### config.mk
export PLATFORM = sky130hd
export DESIGN_NAME = sorted_list_insert_delete_core
export DESIGN_NICKNAME = d
export VERILOG_FILES = /design/src/slid_pkg.sv /design/src/sorted_list_insert_delete_core.sv /design/src/slid_cell.sv
export SDC_FILE = /design/constraint.sdc
export NUM_CORES = 2
export LEC_CHECK = 0
export BUFFER_PORTS_ARGS = -buffer_cell sky130_fd_sc_hd__buf_2
export CAP_MARGIN = 5
export CORE_MARGIN = 1.5
export CORE_UTILIZATION = 65
export CTS_CLUSTER_SIZE = 20
export DETAILED_ROUTE_END_ITERATION = 16
export GPL_TIMING_DRIVEN = 0
export PLACE_DENSITY_LB_ADDON = 0.08
export SYNTH_ARGS = -nofsm -noshare
export SYNTH_HDL_FRONTEND = slang
export SYNTH_SLANG_ARGS = --single-unit
### constraint.sdc
create_clock -name clk -period 9.2 [get_ports clk]
set_input_delay 0.92 -clock clk [delete_from_list [all_inputs] [get_ports clk]]
set_output_delay 0.92 -clock clk [all_outputs]
set_load 0.005 [all_outputs]
### src/slid_pkg.sv
// Shared constants, codes and types for the sorted list insert/delete block.
// No dependencies; every other file in src/ refers to this package by scoped names.
package slid_pkg;

  localparam int CAPACITY_DEF = 16;
  localparam int VAL_W        = 32;
  localparam int STATUS_W     = 3;
  localparam int COUNT_W      = 5;

  typedef enum logic {
    OP_INSERT = 1'b0,
    OP_DELETE = 1'b1
  } op_t;

  typedef enum logic [STATUS_W-1:0] {
    ST_INSERTED  = 3'd0,
    ST_FULL      = 3'd1,
    ST_DELETED   = 3'd2,
    ST_NOT_FOUND = 3'd3,
    ST_EMPTY     = 3'd4
  } status_t;

  // Control broadcast from the sequencer to every cell.
  typedef struct packed {
    logic cmp_en;  // register compare flags against the held word
    logic ins_en;  // apply an insert shift
    logic del_en;  // apply a delete shift
  } cell_ctrl_t;

endpackage

### src/sorted_list_insert_delete_core.sv
// Sorted bounded list: a word passes the compare state and the shift state of the cell row,
// then out_valid shows its result; the next word can be taken in the shift state. The receiver
// cannot stall. rst_n is synchronous and active low; it empties the list and clears the
// sequencer and strobe. Stored entries are not cleared.
module sorted_list_insert_delete_core #(
  parameter int CAPACITY = slid_pkg::CAPACITY_DEF
) (
  input  logic                                   clk,
  input  logic                                   rst_n,
  input  logic                                   start,
  output logic                                   busy,
  input  logic                                   in_opcode,
  input  logic signed [slid_pkg::VAL_W-1:0]      in_value,
  output logic                                   out_valid,
  output logic [slid_pkg::STATUS_W-1:0]          out_status,
  output logic [slid_pkg::COUNT_W-1:0]           out_count
);

  localparam int CNT_W = $clog2(CAPACITY + 1);

  typedef enum logic [1:0] {
    S_IDLE,
    S_CMP,
    S_UPD
  } state_t;

  // Sequencer state and the word being worked on.
  state_t                            state_r, state_nxt;
  slid_pkg::op_t                     op_r;
  logic signed [slid_pkg::VAL_W-1:0] val_r;
  logic [CNT_W-1:0]                  cnt_r, cnt_nxt;
  logic                              out_valid_r, out_valid_nxt;
  slid_pkg::status_t                 status_r, status_nxt;

  logic                              accept;
  logic                              full;
  logic                              found;
  slid_pkg::cell_ctrl_t              ctrl;

  // Neighbour links along the row of cells.
  logic signed [slid_pkg::VAL_W-1:0] entry_w [CAPACITY];
  logic [CAPACITY-1:0]               gt_w;
  logic [CAPACITY-1:0]               seen_w;

  // The row is only busy while it compares; during the shift cycle the next word can be
  // taken, because its compare happens after the shift has landed.
  assign busy   = (state_r == S_CMP);
  assign accept = start && !busy;
  assign full   = (cnt_r == CNT_W'(CAPACITY));
  assign found  = seen_w[CAPACITY-1];

  always_comb begin
    ctrl        = '0;
    ctrl.cmp_en = (state_r == S_CMP);
    if (state_r == S_UPD) begin
      ctrl.ins_en = (op_r == slid_pkg::OP_INSERT) && !full;
      ctrl.del_en = (op_r == slid_pkg::OP_DELETE);
    end
  end

  always_comb begin
    state_nxt     = state_r;
    cnt_nxt       = cnt_r;
    out_valid_nxt = 1'b0;
    status_nxt    = status_r;
    unique case (state_r)
      S_IDLE: begin
        if (accept) begin
          state_nxt = S_CMP;
        end
      end
      S_CMP: begin
        state_nxt = S_UPD;
      end
      S_UPD: begin
        state_nxt     = accept ? S_CMP : S_IDLE;
        out_valid_nxt = 1'b1;
        if (op_r == slid_pkg::OP_INSERT) begin
          if (full) begin
            status_nxt = slid_pkg::ST_FULL;
          end else begin
            status_nxt = slid_pkg::ST_INSERTED;
            cnt_nxt    = cnt_r + CNT_W'(1);
          end
        end else if (cnt_r == '0) begin
          status_nxt = slid_pkg::ST_EMPTY;
        end else if (found) begin
          status_nxt = slid_pkg::ST_DELETED;
          cnt_nxt    = cnt_r - CNT_W'(1);
        end else begin
          status_nxt = slid_pkg::ST_NOT_FOUND;
        end
      end
      default: begin
        state_nxt = S_IDLE;
      end
    endcase
  end

  always_ff @(posedge clk) begin
    if (!rst_n) begin
      state_r     <= S_IDLE;
      cnt_r       <= '0;
      out_valid_r <= 1'b0;
      status_r    <= slid_pkg::ST_INSERTED;
    end else begin
      state_r     <= state_nxt;
      cnt_r       <= cnt_nxt;
      out_valid_r <= out_valid_nxt;
      status_r    <= status_nxt;
    end
    if (accept) begin
      op_r  <= slid_pkg::op_t'(in_opcode);
      val_r <= in_value;
    end
  end

  // Each cell compares its entry with the held word in the compare cycle. In the shift cycle
  // an insert moves the larger entries one place right and drops the word into the first
  // larger place; a delete pulls every entry from the first match onwards one place left.
  for (genvar i = 0; i < CAPACITY; i++) begin : g_cell
    logic signed [slid_pkg::VAL_W-1:0] left_e, right_e;
    logic                              left_g, left_s;
    if (i == 0) begin : g_first
      assign left_e = entry_w[i];
      assign left_g = 1'b0;
      assign left_s = 1'b0;
    end else begin : g_mid
      assign left_e = entry_w[i-1];
      assign left_g = gt_w[i-1];
      assign left_s = seen_w[i-1];
    end
    if (i == CAPACITY - 1) begin : g_last
      assign right_e = entry_w[i];
    end else begin : g_inner
      assign right_e = entry_w[i+1];
    end
    slid_cell u_cell (
      .clk         (clk),
      .ctrl        (ctrl),
      .occupied    (cnt_r > CNT_W'(i)),
      .key         (val_r),
      .left_entry  (left_e),
      .left_gt     (left_g),
      .right_entry (right_e),
      .left_seen   (left_s),
      .entry       (entry_w[i]),
      .gt          (gt_w[i]),
      .seen        (seen_w[i])
    );
  end

  // The count port shows the entry count reduced to its low five bits.
  logic [CNT_W+slid_pkg::COUNT_W-1:0] cnt_ext;
  assign cnt_ext    = {{slid_pkg::COUNT_W{1'b0}}, cnt_r};
  assign out_valid  = out_valid_r;
  assign out_status = status_r;
  assign out_count  = cnt_ext[slid_pkg::COUNT_W-1:0];

endmodule

### src/slid_cell.sv
// One storage cell of the sorted list: holds a single entry and its compare flags.
// Depends on slid_pkg for the control struct and the value width.
module slid_cell (
  input  logic                                clk,
  input  slid_pkg::cell_ctrl_t                ctrl,
  input  logic                                occupied,
  input  logic signed [slid_pkg::VAL_W-1:0]   key,
  input  logic signed [slid_pkg::VAL_W-1:0]   left_entry,
  input  logic                                left_gt,
  input  logic signed [slid_pkg::VAL_W-1:0]   right_entry,
  input  logic                                left_seen,
  output logic signed [slid_pkg::VAL_W-1:0]   entry,
  output logic                                gt,
  output logic                                seen
);

  logic signed [slid_pkg::VAL_W-1:0] entry_r;
  logic signed [slid_pkg::VAL_W-1:0] entry_nxt;
  logic                              gt_r;
  logic                              eq_r;

  // A free cell counts as larger than any key, so the flags form a step.
  always_ff @(posedge clk) begin
    if (ctrl.cmp_en) begin
      gt_r <= !occupied || (entry_r > key);
      eq_r <= occupied && (entry_r == key);
    end
    entry_r <= entry_nxt;
  end

  assign seen = left_seen | eq_r;

  always_comb begin
    entry_nxt = entry_r;
    if (ctrl.ins_en && gt_r) begin
      entry_nxt = left_gt ? left_entry : key;
    end else if (ctrl.del_en && seen) begin
      entry_nxt = right_entry;
    end
  end

  assign entry = entry_r;
  assign gt    = gt_r;

endmodule

**After elaboration in Yosys (flattened, before gate mapping)**

Cells that the tools add are included.

- Add/sub/neg operators: 2
- Magnitude comparators: 32
- Equality and inequality tests: 23
- Mux-type cells: 58
- Bitwise gates (word level): 16
- Reductions and logical operators: 101

Operators by type and width:

| kind | count |
|---|---|
| $mux 32 | 45 |
| $eq 32x32->1 | 16 |
| $gt 32x32->1 | 16 |
| $logic_and 1x1->1 | 49 |
| $gt 5x4->1 const B | 8 |
| $reduce_bool 2->1 | 15 |
| $gt 5x3->1 const B | 4 |
| $mux 5 | 4 |
| $logic_not 1->1 | 18 |
| $logic_or 1x1->1 | 16 |
| $or 1x1->1 | 15 |
| $gt 5x1->1 const B | 2 |
| $gt 5x2->1 const B | 2 |
| $mux 3 | 2 |
| $ne 2x2->1 const B | 3 |
| $pmux 2 s3 | 1 |
| $add 5x1->5 const B | 1 |
| $eq 5x5->1 const B | 1 |
| $logic_not 5->1 | 1 |
| $sub 5x1->5 const B | 1 |
| $mux 1 | 4 |
| $mux 2 | 2 |
| $reduce_and 4->1 | 1 |
| $eq 2x1->1 const B | 1 |
| 4 further kinds | 4 |

- Register bits after elaboration: 588
- Bits of input ports: 36

**Depth between registers and ports, before layout**

- Depth after elaboration: 18
- Depth in mapped cells: 13

**Cells and area by module**

From an unflattened synthesis, not the netlist that was laid out.

- Cell total of the unflattened synthesis: 4360
- Area total of the unflattened synthesis: 42084.1 um2

Modules (own cells, without submodules):

| module | times used | cells an instance | area each (um2) |
|---|---|---|---|
| slid_cell | 16 | 264 | 2518.7 |
| sorted_list_insert_delete_core | 1 | 136 | 1785.5 |

**Least setup slack after synthesis**

Ideal clock, no wire load.

- Path kind: register -> register
- Start point: register cnt_r[0], in the netlist out_count[0]
- End point: register g_cell[13].u_cell.entry_r, in the netlist g_cell[13].u_cell.entry[0], enable pin
- Setup time: 0.658 ns
- Data arrival time: 3.057 ns
- Data required time: 8.542 ns
- Setup slack: 5.485 ns
- Cell stages (with the launch flop): 13
- Path buffers: 4
- Period minus slack after synthesis: 3.715 ns
- Cell sequence: dfxtp_1 clkbuf_1 inv_1 ha_1 nor3b_2 nand2_1 o21ai_1 nor2_4 buf_12 nand2_1 buf_2 buf_2 o21ai_0

- Word-level cells in the longest chain between the ends: 6

RTL lines:

| item | RTL line | source |
|---|---|---|
| start, declared | sorted_list_insert_delete_core.sv:31 | `logic [CNT_W-1:0] cnt_r, cnt_nxt;` |
| start signal, assigned | sorted_list_insert_delete_core.sv:108 | `cnt_r <= cnt_nxt;` |
| $eq 5x5->1 | sorted_list_insert_delete_core.sv:49 | `assign full = (cnt_r == CNT_W'(CAPACITY));` |
| $logic_not 1->1 | sorted_list_insert_delete_core.sv:56 | `ctrl.ins_en = (op_r == slid_pkg::OP_INSERT) && !full;` |
| $logic_and 1x1->1 | sorted_list_insert_delete_core.sv:56 |  |
| $mux 2 | sorted_list_insert_delete_core.sv:55 | `if (state_r == S_UPD) begin` |
| $logic_and 1x1->1 | slid_cell.sv:35 | `if (ctrl.ins_en && gt_r) begin` |
| $reduce_bool 2->1 (no line) | -- |  |
| end signal, assigned | slid_cell.sv:28 | `entry_r <= entry_nxt;` |
| end, declared | slid_cell.sv:17 | `logic signed [slid_pkg::VAL_W-1:0] entry_r;` |

No other way between the ends.
A chain may end at the register's enable or synchronous reset.

**Final worst setup path**

- Start point: register val_r[4] in the netlist's numbering
- End point: register g_cell[13].u_cell.gt_r (data pin)

- Word-level cells in the longest chain between the ends: 2

RTL lines:

| item | RTL line | source |
|---|---|---|
| start, declared | sorted_list_insert_delete_core.sv:30 | `logic signed [slid_pkg::VAL_W-1:0] val_r;` |
| start signal, assigned | sorted_list_insert_delete_core.sv:114 | `val_r <= in_value;` |
| $gt 32x32->1 | slid_cell.sv:25 | `gt_r <= !occupied \|\| (entry_r > key);` |
| $logic_or 1x1->1 | slid_cell.sv:25 |  |
| end signal, assigned | slid_cell.sv:25 |  |
| end, declared | slid_cell.sv:19 | `logic gt_r;` |

No other way between the ends.

==> impl_results.md <==
- Status: finished, violations left
- Failing checks: capacitance limit
- Final setup fails: 0
- Worst reg2reg setup slack: 4.91 ns
- Share of cells above drive strength 1: 0.0666
- DP Area: 0.0415 sq mm
- P&R area growth vs syn: 9.67%
- Number of buffers added for setup after CTS: 0
- Slowest-stage cell, CP: a2111oi_0
- Non-filler cells, final: 4761
- Nets: 4479
- Worst hold start: in_value[22]
- Critical path cell sequence: inv_1 -> ha_1 -> nor2_1 -> nor2_1 -> a221o_1 -> a2111oi_0 -> o211ai_1 -> mux2i_1 -> o21bai_1
- Final HPWL DP: 89.2 mm
- Die Area: 0.0627 sq mm
- Synth cell types: 77
- Number of port buffers: 45
- Met3 wire length: 11.6 mm
- Slew Limit Fails: 0
- Final Hold Viols: 0
- RSZ-0062 raised after global routing: false
- CTS root buffer: clkbuf_16
- Clk_lat worst skew: 0.64 ns
- Reg2Reg Depth: 9
- Async set-reset flop share out of synthesis: 0
- DR vias: 31900
- Vias per inst: 6.71
- WHS Endpoint: val_r[22]$_DFFE_PP_
- Max Clk Rate: 0.233 GHz
- VDD IR max: 0.136 mV
- R2r endpoint: g_cell[13].u_cell.gt$_DFFE_PP_
- Initial Util: 0.658
- Pwr dens: 150 mW/mm^2
- CP required: 9.56 ns
- First-pass GRT wire length: 179 mm
- Final hold slack: 0.454 ns
- Routed len/inst: 24.3 um
- Worst-margin pin slew: 1.44 ns
- Slowest stage delay, CP: 1.20 ns
- Cell count after synthesis: 3795
- Syn nets: 4348
- Leak pwr: 0.0205 uW
- Rows: 90
- EDFF count, synth: 577
- CP startpoint kind: flip-flop
- DRC Markers: 0
- Syn_area_per_cell: 10.5 sq um
- Total gr overflow: 0
- Share of the yosys chip area belonging to registers: 0.441
- Met2 WL: 50.4 mm
- Slew HR: 0.0127
- Largest net degree at the start of global routing: 33
- Worst setup path startpoint: val_r[4]$_DFFE_PP_
- CP endpoint kind: flip-flop
- Tcrit/Tclk final: 0.467
- CP Max Fanout: 18
- CP most frequent cell: nor2_1
- Vias in the first global route: 31700
- CTS buffer count: 68
- Final WL: 116 mm
- MaxCap Viol Count: 1
- Buf+Inv Stages, Crit Path: 1
- GP Congestion: 0.944
- Clk sink count: 588
- Clock Tree Buf Depth: 3
- Worst R2R Start: val_r[4]$_DFFE_PP_
- Hold Crit Depth: 1
- IO Count: 46
- Mapped Area: 0.0398 sq mm
- Ys Warns: 0
- Tot GR Track Use: 0.368
- Initial antenna violation count: 1
- Initial DRC Count: 3584
- Filler instances: 4553
- Clk_skew: 0.0341 ns
- H-tree Lvls: 3
- M1 wire length: 50.8 mm
- Dominant delay contributor by cell family on the critical path: compound AO/OA/AOI/OAI gates
- Design area: 0.0436 sq mm
- First-pass iteration count of the detailed router: 9
- Min-delay worst type: in -> reg
- Setup TNS: 0 ns
- Post-route ant nets: 0
- Post-CTS Resized: 0
- Synthesized flop and latch total: 588
- Cell count after placement: 4638
- # hold bufs at CTS: 0
- Core region area: 0.0605 sq mm
- CTS tree: yes
- CP Class: reg -> reg
- Chip width: 250 um
- Minimum clock period: 4.29 ns
- WP data arrival: 4.66 ns
- Ys flop type: edfxtp_1
- Die H: 250 um
- Max Used Layer: met4
- CTS clock-pin slew for the worst setup and hold paths: 0.06 ns
==> cell type report <==
class                           instances  area, sq um  area share
Multi-Input combinational cell       2933        21200       0.486
Sequential cell                       588        17500       0.402
Clock buffer                           89         1850      0.0425
Tap cell                              782          978      0.0224
Buffer                                208          937      0.0215
Timing Repair Buffer                   61          563      0.0129
Clock inverter                         33          305     0.00700
Inverter                               66          248     0.00568
Antenna cell                            1         2.50   0.0000574
==> where the power goes <==
group / leakage (uW) / internal (uW) / switching (uW)
combinational: 0.0141 / 258 / 450
sequential: 0.00532 / 3020 / 72.0
clock: 0.00105 / 1560 / 1170
==> per-layer routing <==
metal	global-route usage	vias up
met4	0.108	0
met1	0.540	15500
met2	0.558	1606
met5	0	-
met3	0.0654	221
li1	-	14600
==> flip-flops by register name, summed over array words and instances (netlist names) <==
signal	count
g_cell.u_cell.gt	16
g_cell.u_cell.entry	512
val_r	32
out_valid	1
out_count	5
out_status	3
state_r	2
g_cell.u_cell.eq_r	16
op_r	1
==> worst max-delay path by stage <==
stage / endpoint / slack [ns] / depth (start not counted)
finish: g_cell[13].u_cell.gt$_DFFE_PP_ / 4.91 / 9
global route: g_cell[0].u_cell.gt$_DFFE_PP_ / 4.95 / 7
CTS: g_cell[13].u_cell.gt$_DFFE_PP_ / 5.10 / 9
detailed placement: g_cell[3].u_cell.entry[5]$_DFFE_PP_ / 5.14 / 11
global placement: val_r[5]$_DFFE_PP_ / 3.20 / 2
floorplan: g_cell[13].u_cell.entry[0]$_DFFE_PP_ / 5.49 / 12
==> kinds of logic after synthesis <==
| kind of cell | Yosys count | synth area share |
|---|---|---|
| buffers and inverters | 274 | 0.0298 |
| flip-flops | 588 | 0.441 |
| AND/OR/NAND/NOR | 983 | 0.111 |
| multiplexers | 459 | 0.116 |
| XOR/XNOR | 6 | 0.00132 |
| AO/OA/AOI/OAI | 968 | 0.138 |
| adder cells (fa/ha/maj) | 517 | 0.163 |
==> cells in the mapped netlist, types with 3 or more instances <==
cell,count,area (sq um)
a31oi_1,12,75.1
o21a_1,13,97.6
o221ai_1,5,43.8
edfxtp_1,577,17300
o31a_1,3,26.3
a2111oi_0,18,158
and4b_1,3,30.0
a221o_1,4,40.0
o31ai_1,10,75.1
buf_2,67,335
nor2_1,86,323
a21oi_1,133,666
o21bai_1,4,30.0
dfxtp_1,11,220
xnor2_1,4,35.0
clkbuf_1,124,465
and2_1,12,75.1
and3_1,9,56.3
o2bb2ai_1,3,26.3
nor4_1,23,144
o22ai_1,5,31.3
o2111ai_1,4,35.0
o211ai_1,9,67.6
or3_1,5,31.3
a221oi_1,7,61.3
nor4b_1,5,43.8
a211o_1,6,52.6
ha_1,517,6470
o21ai_0,368,1840
o21ai_1,232,1160
and4_1,8,70.1
a21o_1,89,668
nand2b_1,19,119
inv_1,65,244
nand3_1,50,250
a21boi_0,4,30.0
nor2b_1,24,150
nand2_1,604,2270
a211oi_1,24,180
nand4_1,95,594
buf_4,13,97.6
or4_1,3,22.5
mux2i_1,456,4560
nor3_1,24,120
==> layout by cell type, fill, tap and decap left out, types with 65 or more instances in the layout <==
| master | count |
|---|---|
| clkbuf_1 | 141 |
| ha_1 | 517 |
| a21oi_1 | 133 |
| nand2_1 | 602 |
| a21o_1 | 89 |
| edfxtp_1 | 577 |
| clkbuf_16 | 71 |
| o21ai_0 | 358 |
| inv_1 | 65 |
| mux2i_1 | 456 |
| nand4_1 | 95 |
| buf_2 | 112 |
| o21ai_1 | 231 |
| nor2_1 | 86 |
==> through the flow <==
step                utilization  power (uW)  worst slack (ns)
global placement          0.678        3790              3.20
detailed placement        0.686        3820              5.14
finish                    0.722        6530              4.91
global route              0.721        6690              4.95
CTS                       0.721        6510              5.10
floorplan                     -        3580              5.49
No activity file was read; power rests on OpenSTA's default activity.
